File: src/fraction_arith_reduce_top_defines.svh
// ----------------------------------------------------------------------------
// Fraction arithmetic unit: assertion macros
// Shared checking macros for the fraction arithmetic top level.
// ----------------------------------------------------------------------------
`ifndef FRACTION_ARITH_REDUCE_TOP_DEFINES_SVH
`define FRACTION_ARITH_REDUCE_TOP_DEFINES_SVH

// same-cycle implication, checked outside reset
`define FAR_CHK_NOW(lbl, ante, cons, msg) \
  lbl: assert property (@(posedge clk) disable iff (rst) (ante) |-> (cons)) \
    else $error(msg);

// next-cycle implication, checked outside reset
`define FAR_CHK_NXT(lbl, ante, cons, msg) \
  lbl: assert property (@(posedge clk) disable iff (rst) (ante) |=> (cons)) \
    else $error(msg);

`endif

File: src/far_pkg.sv
// ----------------------------------------------------------------------------
// Fraction arithmetic unit: package
// Widths, micro-op and condition codes, control/status structs and the
// microcode program shared by the sequencer and the datapath.
// ----------------------------------------------------------------------------
`timescale 1ns / 1ps

package far_pkg;

  // operand and derived widths
  localparam int OPERAND_WIDTH = 16;
  localparam int PROD_W        = 2 * OPERAND_WIDTH;
  localparam int MW            = PROD_W + 1;          // sum of two products
  localparam int CNT_W         = $clog2(MW);          // divide bit count, shift count
  localparam int NUM_OUT_W     = 33;
  localparam int DEN_OUT_W     = 31;
  localparam int EXT_W         = (MW + 1 > NUM_OUT_W) ? MW + 1 : NUM_OUT_W;

  // operation codes
  localparam logic [1:0] MODE_ADD = 2'd0;
  localparam logic [1:0] MODE_SUB = 2'd1;
  localparam logic [1:0] MODE_MUL = 2'd2;
  localparam logic [1:0] MODE_DIV = 2'd3;

  // datapath micro-ops
  typedef enum logic [3:0] {
    UOP_MUL1,
    UOP_MUL2,
    UOP_MUL3,
    UOP_COMB,
    UOP_GINIT,
    UOP_GSTRIP,
    UOP_GUEVEN,
    UOP_GLOOP,
    UOP_GFIN,
    UOP_DIV,
    UOP_OUT,
    UOP_OUT_ERR,
    UOP_OUT_ZERO
  } uop_t;

  // jump conditions
  typedef enum logic [2:0] {
    COND_NEVER,
    COND_ERR,
    COND_RM_ZERO,
    COND_BOTH_EVEN,
    COND_U_EVEN,
    COND_V_NZ,
    COND_CNT_NZ
  } cond_t;

  typedef logic [3:0] pc_t;

  // program addresses
  localparam pc_t PC_MUL1   = 4'd0;
  localparam pc_t PC_MUL2   = 4'd1;
  localparam pc_t PC_MUL3   = 4'd2;
  localparam pc_t PC_COMB   = 4'd3;
  localparam pc_t PC_GINIT  = 4'd4;
  localparam pc_t PC_GSTRIP = 4'd5;
  localparam pc_t PC_GUEVEN = 4'd6;
  localparam pc_t PC_GLOOP  = 4'd7;
  localparam pc_t PC_GFIN   = 4'd8;
  localparam pc_t PC_DIV    = 4'd9;
  localparam pc_t PC_OUT    = 4'd10;
  localparam pc_t PC_ERR    = 4'd11;
  localparam pc_t PC_ZERO   = 4'd12;

  // one control word
  typedef struct packed {
    uop_t  uop;
    cond_t cond;
    pc_t   target;
  } uword_t;

  // sequencer to datapath
  typedef struct packed {
    logic exec;
    uop_t uop;
  } ctrl_t;

  // datapath to sequencer
  typedef struct packed {
    logic err;
    logic rm_zero;
    logic both_even;
    logic u_even;
    logic v_nz;
    logic cnt_nz;
  } stat_t;

  // microcode program
  function automatic uword_t ucode(pc_t addr);
    uword_t w;
    unique case (addr)
      PC_MUL1:   w = '{UOP_MUL1,     COND_ERR,       PC_ERR};
      PC_MUL2:   w = '{UOP_MUL2,     COND_NEVER,     PC_MUL2};
      PC_MUL3:   w = '{UOP_MUL3,     COND_NEVER,     PC_MUL3};
      PC_COMB:   w = '{UOP_COMB,     COND_NEVER,     PC_COMB};
      PC_GINIT:  w = '{UOP_GINIT,    COND_RM_ZERO,   PC_ZERO};
      PC_GSTRIP: w = '{UOP_GSTRIP,   COND_BOTH_EVEN, PC_GSTRIP};
      PC_GUEVEN: w = '{UOP_GUEVEN,   COND_U_EVEN,    PC_GUEVEN};
      PC_GLOOP:  w = '{UOP_GLOOP,    COND_V_NZ,      PC_GLOOP};
      PC_GFIN:   w = '{UOP_GFIN,     COND_NEVER,     PC_GFIN};
      PC_DIV:    w = '{UOP_DIV,      COND_CNT_NZ,    PC_DIV};
      PC_OUT:    w = '{UOP_OUT,      COND_NEVER,     PC_OUT};
      PC_ERR:    w = '{UOP_OUT_ERR,  COND_NEVER,     PC_ERR};
      PC_ZERO:   w = '{UOP_OUT_ZERO, COND_NEVER,     PC_ZERO};
      default:   w = '{UOP_OUT_ERR,  COND_NEVER,     PC_ERR};
    endcase
    return w;
  endfunction

  // micro-ops that deliver the result and end the program
  function automatic logic is_final(uop_t op);
    return (op == UOP_OUT) || (op == UOP_OUT_ERR) || (op == UOP_OUT_ZERO);
  endfunction

endpackage

File: src/far_useq.sv
// ----------------------------------------------------------------------------
// Fraction arithmetic unit: microcode sequencer
// Step counter over the program ROM with conditional jumps on datapath status.
// ----------------------------------------------------------------------------
`timescale 1ns / 1ps

module far_useq (
  input  logic            clk,
  input  logic            rst,
  input  logic            start,
  input  far_pkg::stat_t  stat,
  output logic            busy,
  output far_pkg::ctrl_t  ctrl
);

  far_pkg::pc_t    pc;
  far_pkg::uword_t word;
  logic            take;

  assign word = far_pkg::ucode(pc);

  // jump condition select
  always_comb begin
    unique case (word.cond)
      far_pkg::COND_NEVER:     take = 1'b0;
      far_pkg::COND_ERR:       take = stat.err;
      far_pkg::COND_RM_ZERO:   take = stat.rm_zero;
      far_pkg::COND_BOTH_EVEN: take = stat.both_even;
      far_pkg::COND_U_EVEN:    take = stat.u_even;
      far_pkg::COND_V_NZ:      take = stat.v_nz;
      far_pkg::COND_CNT_NZ:    take = stat.cnt_nz;
      default:                 take = 1'b0;
    endcase
  end

  assign ctrl.exec = busy;
  assign ctrl.uop  = word.uop;

  // step counter and run flag
  always_ff @(posedge clk) begin
    if (rst) begin
      busy <= 1'b0;
      pc   <= far_pkg::PC_MUL1;
    end else if (!busy) begin
      if (start) begin
        busy <= 1'b1;
        pc   <= far_pkg::PC_MUL1;
      end
    end else if (far_pkg::is_final(word.uop)) begin
      busy <= 1'b0;
    end else if (take) begin
      pc <= word.target;
    end else begin
      pc <= pc + far_pkg::pc_t'(1);
    end
  end

endmodule

File: src/fraction_arith_reduce_top.sv
// ----------------------------------------------------------------------------
// Fraction arithmetic unit: add, subtract, multiply or divide, reduced by GCD
// The program ends early on an error or on a zero result; otherwise the run
// also takes one step per shift or subtract of the binary GCD and then the
// restoring divide. One item at a time: no new start is taken while busy;
// busy falls as done pulses, so a new start is taken then.
// Results cannot be held off. Synchronous reset clears the sequencer and the
// strobe; data regs are not reset.
// ----------------------------------------------------------------------------
`timescale 1ns / 1ps
`include "fraction_arith_reduce_top_defines.svh"

module fraction_arith_reduce_top (
  input  logic                                  clk,
  input  logic                                  rst,
  input  logic                                  start,
  output logic                                  busy,
  input  logic [1:0]                            mode,
  input  logic signed [far_pkg::OPERAND_WIDTH-1:0] num_a,
  input  logic signed [far_pkg::OPERAND_WIDTH-1:0] den_a,
  input  logic signed [far_pkg::OPERAND_WIDTH-1:0] num_b,
  input  logic signed [far_pkg::OPERAND_WIDTH-1:0] den_b,
  output logic                                  done,
  output logic signed [far_pkg::NUM_OUT_W-1:0]  res_num,
  output logic [far_pkg::DEN_OUT_W-1:0]         res_den,
  output logic                                  is_whole,
  output logic                                  error
);

  localparam int W = far_pkg::OPERAND_WIDTH;

  // magnitude of a two's complement operand; the most negative maps to 2^(W-1)
  function automatic logic [W-1:0] mag_of(logic [W-1:0] v);
    return v[W-1] ? (~v + W'(1)) : v;
  endfunction

  far_pkg::ctrl_t ctrl;
  far_pkg::stat_t stat;
  logic           accept;

  // operand registers
  logic [1:0]   mode_r;
  logic         na_n, da_n, nb_n, db_n;
  logic [W-1:0] na_m, da_m, nb_m, db_m;

  // products, result terms, GCD and divide registers
  logic [far_pkg::PROD_W-1:0] t1, t2;
  logic [far_pkg::MW-1:0]     rm, dm, u, v, g, qn, qd, remn, remd;
  logic                       rn, dn;
  logic [far_pkg::CNT_W-1:0]  k, cnt;

  // shared multiplier
  logic [W-1:0]               mul_a, mul_b;
  logic [far_pkg::PROD_W-1:0] mul_p;

  // add/subtract of cross products
  logic [far_pkg::MW-1:0] am, bm, sm_sum, sm_ab, sm_ba, comb_m;
  logic                   an, bn, comb_n, comb_dn;

  // GCD step
  logic [far_pkg::MW-1:0] u_minus_v, v_minus_u;

  // divide lanes
  logic [far_pkg::MW:0]   shn, shd, gx;
  logic [far_pkg::MW:0]   subn, subd;
  logic                   gen, ged;

  // result formatting
  logic [far_pkg::EXT_W-1:0] qn_ext, num_ext, den_ext;

  assign accept = start && !busy;

  far_useq u_seq (
    .clk   (clk),
    .rst   (rst),
    .start (start),
    .stat  (stat),
    .busy  (busy),
    .ctrl  (ctrl)
  );

  // status back to the sequencer
  assign stat.err       = (da_m == '0) || (db_m == '0) ||
                          ((mode_r == far_pkg::MODE_DIV) && (nb_m == '0));
  assign stat.rm_zero   = (rm == '0);
  assign stat.both_even = !u[0] && !v[0];
  assign stat.u_even    = !u[0];
  assign stat.v_nz      = (v != '0);
  assign stat.cnt_nz    = (cnt != '0);

  // multiplier operand select
  always_comb begin
    if (ctrl.uop == far_pkg::UOP_MUL2) begin
      mul_a = nb_m;
      mul_b = da_m;
    end else if (ctrl.uop == far_pkg::UOP_MUL3) begin
      mul_a = da_m;
      mul_b = (mode_r == far_pkg::MODE_DIV) ? nb_m : db_m;
    end else begin
      mul_a = na_m;
      mul_b = (mode_r == far_pkg::MODE_MUL) ? nb_m : db_m;
    end
  end

  assign mul_p = far_pkg::PROD_W'(mul_a) * far_pkg::PROD_W'(mul_b);

  // sign-magnitude combine of the two terms
  assign am     = far_pkg::MW'(t1);
  assign bm     = far_pkg::MW'(t2);
  assign an     = na_n ^ db_n;
  assign bn     = nb_n ^ da_n ^ (mode_r == far_pkg::MODE_SUB);
  assign sm_sum = am + bm;
  assign sm_ab  = am - bm;
  assign sm_ba  = bm - am;

  always_comb begin
    unique case (mode_r)
      far_pkg::MODE_ADD, far_pkg::MODE_SUB: begin
        if (an == bn) begin
          comb_m = sm_sum;
          comb_n = an;
        end else if (am >= bm) begin
          comb_m = sm_ab;
          comb_n = an;
        end else begin
          comb_m = sm_ba;
          comb_n = bn;
        end
      end
      far_pkg::MODE_MUL: begin
        comb_m = am;
        comb_n = na_n ^ nb_n;
      end
      default: begin
        comb_m = am;
        comb_n = na_n ^ db_n;
      end
    endcase
  end

  assign comb_dn = da_n ^ ((mode_r == far_pkg::MODE_DIV) ? nb_n : db_n);

  assign u_minus_v = u - v;
  assign v_minus_u = v - u;

  // restoring divide, one quotient bit per lane per step
  assign gx   = {1'b0, g};
  assign shn  = {remn, qn[far_pkg::MW-1]};
  assign shd  = {remd, qd[far_pkg::MW-1]};
  assign gen  = shn >= gx;
  assign ged  = shd >= gx;
  assign subn = shn - gx;
  assign subd = shd - gx;

  // signed numerator, wrapped to the output width
  assign qn_ext  = far_pkg::EXT_W'(qn);
  assign num_ext = rn ? (far_pkg::EXT_W'(0) - qn_ext) : qn_ext;
  assign den_ext = far_pkg::EXT_W'(qd);

  // datapath registers
  always_ff @(posedge clk) begin
    if (accept) begin
      mode_r <= mode;
      na_n   <= num_a[W-1];
      da_n   <= den_a[W-1];
      nb_n   <= num_b[W-1];
      db_n   <= den_b[W-1];
      na_m   <= mag_of(num_a);
      da_m   <= mag_of(den_a);
      nb_m   <= mag_of(num_b);
      db_m   <= mag_of(den_b);
    end
    if (ctrl.exec) begin
      unique case (ctrl.uop)
        far_pkg::UOP_MUL1: t1 <= mul_p;
        far_pkg::UOP_MUL2: t2 <= mul_p;
        far_pkg::UOP_MUL3: dm <= far_pkg::MW'(mul_p);
        far_pkg::UOP_COMB: begin
          rm <= comb_m;
          rn <= comb_n;
          dn <= comb_dn;
        end
        far_pkg::UOP_GINIT: begin
          u  <= rm;
          v  <= dm;
          k  <= '0;
          rn <= rn ^ dn;
        end
        far_pkg::UOP_GSTRIP: begin
          if (!u[0] && !v[0]) begin
            u <= u >> 1;
            v <= v >> 1;
            k <= k + far_pkg::CNT_W'(1);
          end
        end
        far_pkg::UOP_GUEVEN: begin
          if (!u[0]) begin
            u <= u >> 1;
          end
        end
        far_pkg::UOP_GLOOP: begin
          if (!v[0]) begin
            v <= v >> 1;
          end else if (u > v) begin
            u <= v;
            v <= u_minus_v;
          end else begin
            v <= v_minus_u;
          end
        end
        far_pkg::UOP_GFIN: begin
          g    <= u << k;
          remn <= '0;
          remd <= '0;
          qn   <= rm;
          qd   <= dm;
          cnt  <= far_pkg::CNT_W'(far_pkg::MW - 1);
        end
        far_pkg::UOP_DIV: begin
          remn <= gen ? subn[far_pkg::MW-1:0] : shn[far_pkg::MW-1:0];
          remd <= ged ? subd[far_pkg::MW-1:0] : shd[far_pkg::MW-1:0];
          qn   <= {qn[far_pkg::MW-2:0], gen};
          qd   <= {qd[far_pkg::MW-2:0], ged};
          cnt  <= cnt - far_pkg::CNT_W'(1);
        end
        far_pkg::UOP_OUT: begin
          res_num  <= num_ext[far_pkg::NUM_OUT_W-1:0];
          res_den  <= den_ext[far_pkg::DEN_OUT_W-1:0];
          is_whole <= (qd == far_pkg::MW'(1));
          error    <= 1'b0;
        end
        far_pkg::UOP_OUT_ERR: begin
          res_num  <= '0;
          res_den  <= far_pkg::DEN_OUT_W'(1);
          is_whole <= 1'b0;
          error    <= 1'b1;
        end
        far_pkg::UOP_OUT_ZERO: begin
          res_num  <= '0;
          res_den  <= far_pkg::DEN_OUT_W'(1);
          is_whole <= 1'b1;
          error    <= 1'b0;
        end
        default: begin
        end
      endcase
    end
  end

  // result strobe, one cycle per beat
  always_ff @(posedge clk) begin
    if (rst) begin
      done <= 1'b0;
    end else begin
      done <= ctrl.exec && far_pkg::is_final(ctrl.uop);
    end
  end

  // checks
  `FAR_CHK_NOW(a_done_idle, done, !busy, "result strobe while still running")
  `FAR_CHK_NXT(a_start_runs, start && !busy, busy && !done, "start beat not taken")
  `FAR_CHK_NOW(a_whole_den, done && is_whole, res_den == far_pkg::DEN_OUT_W'(1), "den not one")
  `FAR_CHK_NOW(a_err_zero, done && error, res_num == '0 && !is_whole, "error result not cleared")

endmodule

File: config.mk
export PLATFORM = sky130hd
export DESIGN_NAME = fraction_arith_reduce_top
export DESIGN_NICKNAME = d
export VERILOG_FILES = /design/src/far_pkg.sv /design/src/far_useq.sv /design/src/fraction_arith_reduce_top.sv
export VERILOG_INCLUDE_DIRS = /design/src /design/src/src
export SDC_FILE = /design/constraint.sdc
export NUM_CORES = 2
export LEC_CHECK = 0
export BUFFER_PORTS_ARGS = -buffer_cell sky130_fd_sc_hd__buf_2
export CAP_MARGIN = 25
export CELL_PAD_IN_SITES_DETAIL_PLACEMENT = 0
export CELL_PAD_IN_SITES_GLOBAL_PLACEMENT = 2
export CORE_MARGIN = 4
export CORE_UTILIZATION = 41
export DETAILED_ROUTE_END_ITERATION = 10
export GPL_TIMING_DRIVEN = 0
export HOLD_SLACK_MARGIN = 0.1
export PLACE_DENSITY_LB_ADDON = 0.1
export SYNTH_ARGS = -nofsm -noshare
export SYNTH_HDL_FRONTEND = slang
export SYNTH_SLANG_ARGS = --single-unit
File: constraint.sdc
create_clock -name clk -period 8.77 [get_ports clk]
set_input_delay 0.877 -clock clk [delete_from_list [all_inputs] [get_ports clk]]
set_output_delay 0.877 -clock clk [all_outputs]
set_load 0.01 [all_outputs]
Word level (Yosys, flattened, before mapping):

Memory sizes are Yosys's and may differ from the RTL's. A register that Yosys moved wholly into a read port is not among the register bits.
Cells that the tools add are included.

* flip-flop bits (word level): 516
* latch bits: 0
* RAM bits: 0
* memory bits (read-only): 176
* bits of input ports: 69
* output and inout bits: 68
* word-level logic and storage cells: 194
* memories: 1

* add/sub/neg operators: 15
* multipliers: 1
* divide/modulo/power cells: 0
* order comparisons: 4
* eq/ne operators: 28
* shift operators: 1
* multiplexer cells: 51
* bitwise gates (word level): 10
* reductions and logical operators: 46

Memory list
* (name not given): words 16, bits a word 11, read ports 1, clocked after memory_dff 1, wr ports 0, line far_pkg.sv:96 `unique case (addr)`

Operators with widths (number)
* 33-bit two-way mux: 12
* 33-bit one-hot mux with 2 select lines: 5
* 33-bit one-hot mux with 4 select lines: 1
* 33-bit subtractor: 4
* 33-bit one-hot mux with 3 select lines: 1
* 16-bit two-way mux: 6
* 34-bit by 33-bit greater-or-equal comparator with 1-bit output: 2
* 32-bit by 32-bit subtractor with 33-bit output: 2
* 16-bit by 1-bit adder with 16-bit output (second input constant): 4
* 16-bit inverter: 4
* 31-bit one-hot mux with 2 select lines: 1
* 15-bit two-way mux: 4
* 16-bit zero test: 3
* 32-bit by 32-bit adder with 33-bit output: 1
* 33-bit by 1-bit equality test with 1-bit output (second input constant): 1
* 33-bit greater-than comparator: 1
* 33-bit zero test: 1
* 33-bit nonzero test: 1
* 33-bit by 6-bit left shift with 33-bit output: 1
* 1-bit by 33-bit subtractor with 33-bit output (first input constant): 1
* 32-bit greater-or-equal comparator: 1
* 16-bit by 16-bit multiplier with 32-bit output: 1
* 32-bit two-way mux: 1
* 4-bit two-way mux: 6
* 36 further kinds: 91

Depth between registers and ports, before layout:

* depth after elaboration: 9
* depth in mapped cells: 32
* mapped depth without buffers: 29

Hierarchy:

From an unflattened synthesis, not the netlist that was laid out.

* cells, all modules: 4818
* area total of the unflattened synthesis: 44675.3 um^2

By module, submodules not included
* fraction_arith_reduce_top: times used 1, cells an instance 4730, area an instance 43857.1 um^2, sequential area each 15334.7 um^2
* far_useq: times used 1, cells an instance 88, area an instance 818.3 um^2, sequential area each 300.3 um^2

Least setup slack after synthesis:

Ideal clock, no wire load.

* path kind: register -> register
* start: register, netlist name u_seq.word[8]
* end: register dm[31] in the netlist's numbering, data pin
* setup time: 0.269 ns
* data arrival time: 7.684 ns
* required time: 8.501 ns
* setup slack: 0.817 ns
* cell stages (with the launch flop): 33
* path buffers: 3
* clock period less this slack: 7.953 ns
* path through: dfxtp_1 -> nor2b_1 -> nor3b_1 -> buf_2 -> xnor2_1 -> nand2_1 -> buf_2 -> mux2i_1 -> o21ai_1 -> buf_2 -> nand2_1 -> fa_1 -> inv_1 -> fa_1 -> inv_1 -> fa_1 -> inv_1 -> fa_1 -> fa_1 -> inv_1 -> fa_1 -> inv_1 -> ha_1 -> a21o_1 -> a21o_1 -> a221o_1 -> or3_1 -> a41o_1 -> nand2_1 -> o311ai_0 -> a31o_2 -> a21oi_1 -> xnor2_1

* longest elaborated chain between the ends: 4
* elaborated cells on any way between the ends: 7
* those cells by class: mul (1); eq/ne (2); mux (4)

Ends and longest elaborated chain
* 4-bit by 2-bit equality test with 1-bit output: line fraction_arith_reduce_top.sv:96 `end else if (ctrl.uop == far_pkg::UOP_MUL3) begin`
* 16-bit two-way mux: line fraction_arith_reduce_top.sv:96
* 16-bit two-way mux: line fraction_arith_reduce_top.sv:93 `if (ctrl.uop == far_pkg::UOP_MUL2) begin`
* 16-bit by 16-bit multiplier with 32-bit output (*): line fraction_arith_reduce_top.sv:105 `assign mul_p = far_pkg::PROD_W'(mul_a) * far_pkg::PROD_W'(mul_b);`
* via mul_p, one bit: line fraction_arith_reduce_top.sv:54 `logic [far_pkg::PROD_W-1:0] mul_p;`
* to (signal assigned): line fraction_arith_reduce_top.sv:177 `far_pkg::UOP_MUL3: dm <= far_pkg::MW'(mul_p);`
* to (decl): line fraction_arith_reduce_top.sv:48 `logic [far_pkg::MW-1:0] rm, dm, u, v, g, qn, qd, remn, remd;`

The timed path passes the listed nets; every way through them passes the cells marked *.
A chain may end at the register's enable or synchronous reset.

Worst setup path after layout:

* start: register, netlist name u_seq.word[7]
* end: register t1[31] in the netlist's numbering, data pin

* longest elaborated chain between the ends: 4
* elaborated cells on any way between the ends: 7
* those cells by class: mul (1); eq/ne (2); mux (4)

Ends and longest elaborated chain
* 4-bit by 2-bit equality test with 1-bit output: line fraction_arith_reduce_top.sv:96
* 16-bit two-way mux: line fraction_arith_reduce_top.sv:96
* 16-bit two-way mux: line fraction_arith_reduce_top.sv:93
* 16-bit by 16-bit multiplier with 32-bit output (*): line fraction_arith_reduce_top.sv:105
* via mul_p, one bit: line fraction_arith_reduce_top.sv:54
* to (signal assigned): line fraction_arith_reduce_top.sv:175 `far_pkg::UOP_MUL1: t1 <= mul_p;`
* to (decl): line fraction_arith_reduce_top.sv:47 `logic [far_pkg::PROD_W-1:0] t1, t2;`

Marked as above.

==> flow_metrics.env <==
export IMPL_dr_pass1_iters=11
export IMPL_cp_required_ps=9170
export IMPL_io_pins=137
export IMPL_synthTopCellsByCount="622 x nand2_1, 516 x inv_1, 510 x edfxtp_1"
export IMPL_synth_ff_type="edfxtp_1"
export IMPL_antenna_found_initial=5
export IMPL_relSlewSlack_pct=26.7
export IMPL_post_place_ws_ps=-1660
export IMPL_drive_gt1_share_pct=9.58
export IMPL_max_freq_ghz=0.118
export IMPL_startpoint_type="flop"
export IMPL_synth_area_sq_mm=0.0449
export IMPL_synth_net_count=5472
export IMPL_syn_to_final_growth_pct=12.2
export IMPL_ant_nets=0
export IMPL_cp_top_family="adder cells"
export IMPL_route_met3_wl_um=10300
export IMPL_dieWidth_um=339
export IMPL_yosysMostFrequentCell="nand2_1"
export IMPL_hold_violations=0
export IMPL_drv_cap=0
export IMPL_vdd_drop_max_uv=1800
export IMPL_hold_slack_ps=453
export IMPL_crit_path_end_kind="flop"
export IMPL_drtIter0Drc=3736
export IMPL_total_power_mw=21.5
export IMPL_cts_hold_buffers=0
export IMPL_fp_dieH_um=339
export IMPL_worst_slack_ps=315
export IMPL_place_congestion=0.913
export IMPL_grt_max_degree=72
export IMPL_run_status="finished, final reports clean"
export IMPL_synth_distinct_cells=104
export IMPL_synthTopCellsByArea="edfxtp_1 34%, ha_1 9.5%, fa_1 9.0%"
export IMPL_synth_area_leader_cell="edfxtp_1"
export IMPL_drc=0
export IMPL_synth_warnings=0
export IMPL_top_layer_used="met5"
export IMPL_skew_ps=27.1
export IMPL_setup_viol=0
export IMPL_p_leak_nw=21.0
export IMPL_row_count=121
export IMPL_synth_edf_count=510
export IMPL_nFillCells=10800
export IMPL_clkSlewWorstSetupHoldPaths_ps=60
export IMPL_core_area_sq_mm=0.109
export IMPL_worst_path_max_fanout=10
export IMPL_arrival_ps=8850
export IMPL_clock_path_buffers=3
export IMPL_crit_type="reg -> reg"
export IMPL_grt_pass1_vias=37200
export IMPL_power_density_mw_per_mm2=428
export IMPL_path_buf_inv=9
export IMPL_period_share_pct=96.4
export IMPL_synthArstFlopShare_pct=0
export IMPL_seq_area_frac_synth_pct=34.8
export IMPL_post_synth_top_area_fraction_pct=34.1
export IMPL_dieArea_sq_mm=0.115
export IMPL_met2WireLength_um=75400
export IMPL_tritoncts="done"
export IMPL_wl_um=163000
export IMPL_track_usage_pct=27.7
export IMPL_crit_path_top_delay_cell="fa_1"
export IMPL_ys_seq_elements=526
export IMPL_nets=5720
export IMPL_final_cell_area_sq_mm=0.0504
export IMPL_dr_total_vias=38000
export IMPL_viasPerCell=5.77
export IMPL_tightest_slew_ps=1090
export IMPL_avgSynthCellArea_sq_um=9.24
export IMPL_wl_met1_um=72000
export IMPL_ctsHtreeMaxLevel=2
export IMPL_grt_pass1_wl_um=242000
export IMPL_min_path_type="in -> reg"
export IMPL_rsz0062_at_grt="no"
export IMPL_netlist_instances=4862
export IMPL_gr_total_overflow=0
export IMPL_ctsRootBufferMaster="clkbuf_16"
export IMPL_initial_core_util_pct=41.3
export IMPL_cts_sinks=526
export IMPL_fin_crit_ps=8460
export IMPL_cpMostUsedCell="fa_1"
export IMPL_port_buffers=135
export IMPL_place_hpwl_um=132000
export IMPL_numCtsBuffers=60
export IMPL_routedWlPerCell_um=24.9
export IMPL_maxSlewViolCount=0
export IMPL_max_stage_delay_ps=540
export IMPL_placed_cell_area_sq_mm=0.0478
export IMPL_clock_latency_ps=670
[per-layer routing]
metal	track usage [%]	up-vias
met1	39.0	18800
met4	8.44	4
met5	0	-
met3	3.02	247
met2	44.9	1278
li1	-	17600
[where the power goes]
part	switching, mW	leakage [nW]	internal, mW
registers	0.173	4.64	4.15
logic	9.61	15.4	4.97
clock network	1.15	0.966	1.49
total	10.9	21.0	10.6
[per-stage QoR]
step	TNS (ps)	std cells	util [%]
final	0	6574	46.3
after CTS	0	6562	46.1
after detailed placement	-57410	6447	43.9
after global placement	-378840	6411	43.5
after floorplan	0	4862	-
after global routing	0	6573	46.3
[registers in the layout, summed over array words and instances (netlist names), 16 cells and up]
register  count
na_m         16
remd         33
da_m         16
res_den      31
g            33
t1           32
t2           32
qd           33
u            33
dm           32
remn         33
rm           33
db_m         16
nb_m         16
v            33
res_num      33
qn           33
[placed cells by master (no fill, tap or decap), drive strengths merged, types with 133 or more instances in the layout]
cell,synthesis,layout
nand2,623,623
inv,516,519
edfxtp,510,510
nor2,459,459
ha,340,340
a21oi,306,306
buf,62,261
o21ai,256,256
clkbuf,152,206
fa,201,201
xnor2,152,152
mux2i,133,133
[layout make-up]
type	instances	area, sq um	share of cell area [%]
Multi-Input combinational cell	3605	26800	53.2
Sequential cell	526	15600	31.0
Inverter	517	1940	3.86
Tap cell	1414	1770	3.51
Clock buffer	67	1550	3.08
Timing Repair Buffer	193	1250	2.49
Buffer	207	916	1.82
Clock inverter	44	482	0.956
Antenna cell	1	2.50	0.00497
[logic make-up (layout without fill, tap and decap cells)]
family,after synthesis,after routing,synth area share [%]
xor+xnor,231,231,4.50
fa+ha+maj,541,541,18.4
mux,161,161,4.07
compound gates,1104,1104,16.2
flops,526,526,34.8
other cells,0,1,0
buf+inv,731,1028,6.28
simple gates,1568,1568,15.7
[worst paths after layout]
path,start,end,slack (ps),cells past startpoint
worst max-delay path,u_seq.word[7]$_DFF_P_,t1[31]$_DFFE_PP_,310,30
worst min-delay path,mode[1],mode_r[1]$_DFFE_PP_,450,1
worst max register to register,u_seq.word[7]$_DFF_P_,t1[31]$_DFFE_PP_,310,30
worst min register to register,qd[31]$_DFFE_PP_,qd[32]$_SDFFCE_PN0P_,560,1
[timing repair]
action | in CTS | in global routing
setup endpoints to repair | 63 | 24
cloned | 0 | 0
gates resized for setup | 73 | 48
buffers inserted | 11 | 11
pin swaps | 4 | 6
Note: power is estimated with default switching activity, not from simulation.
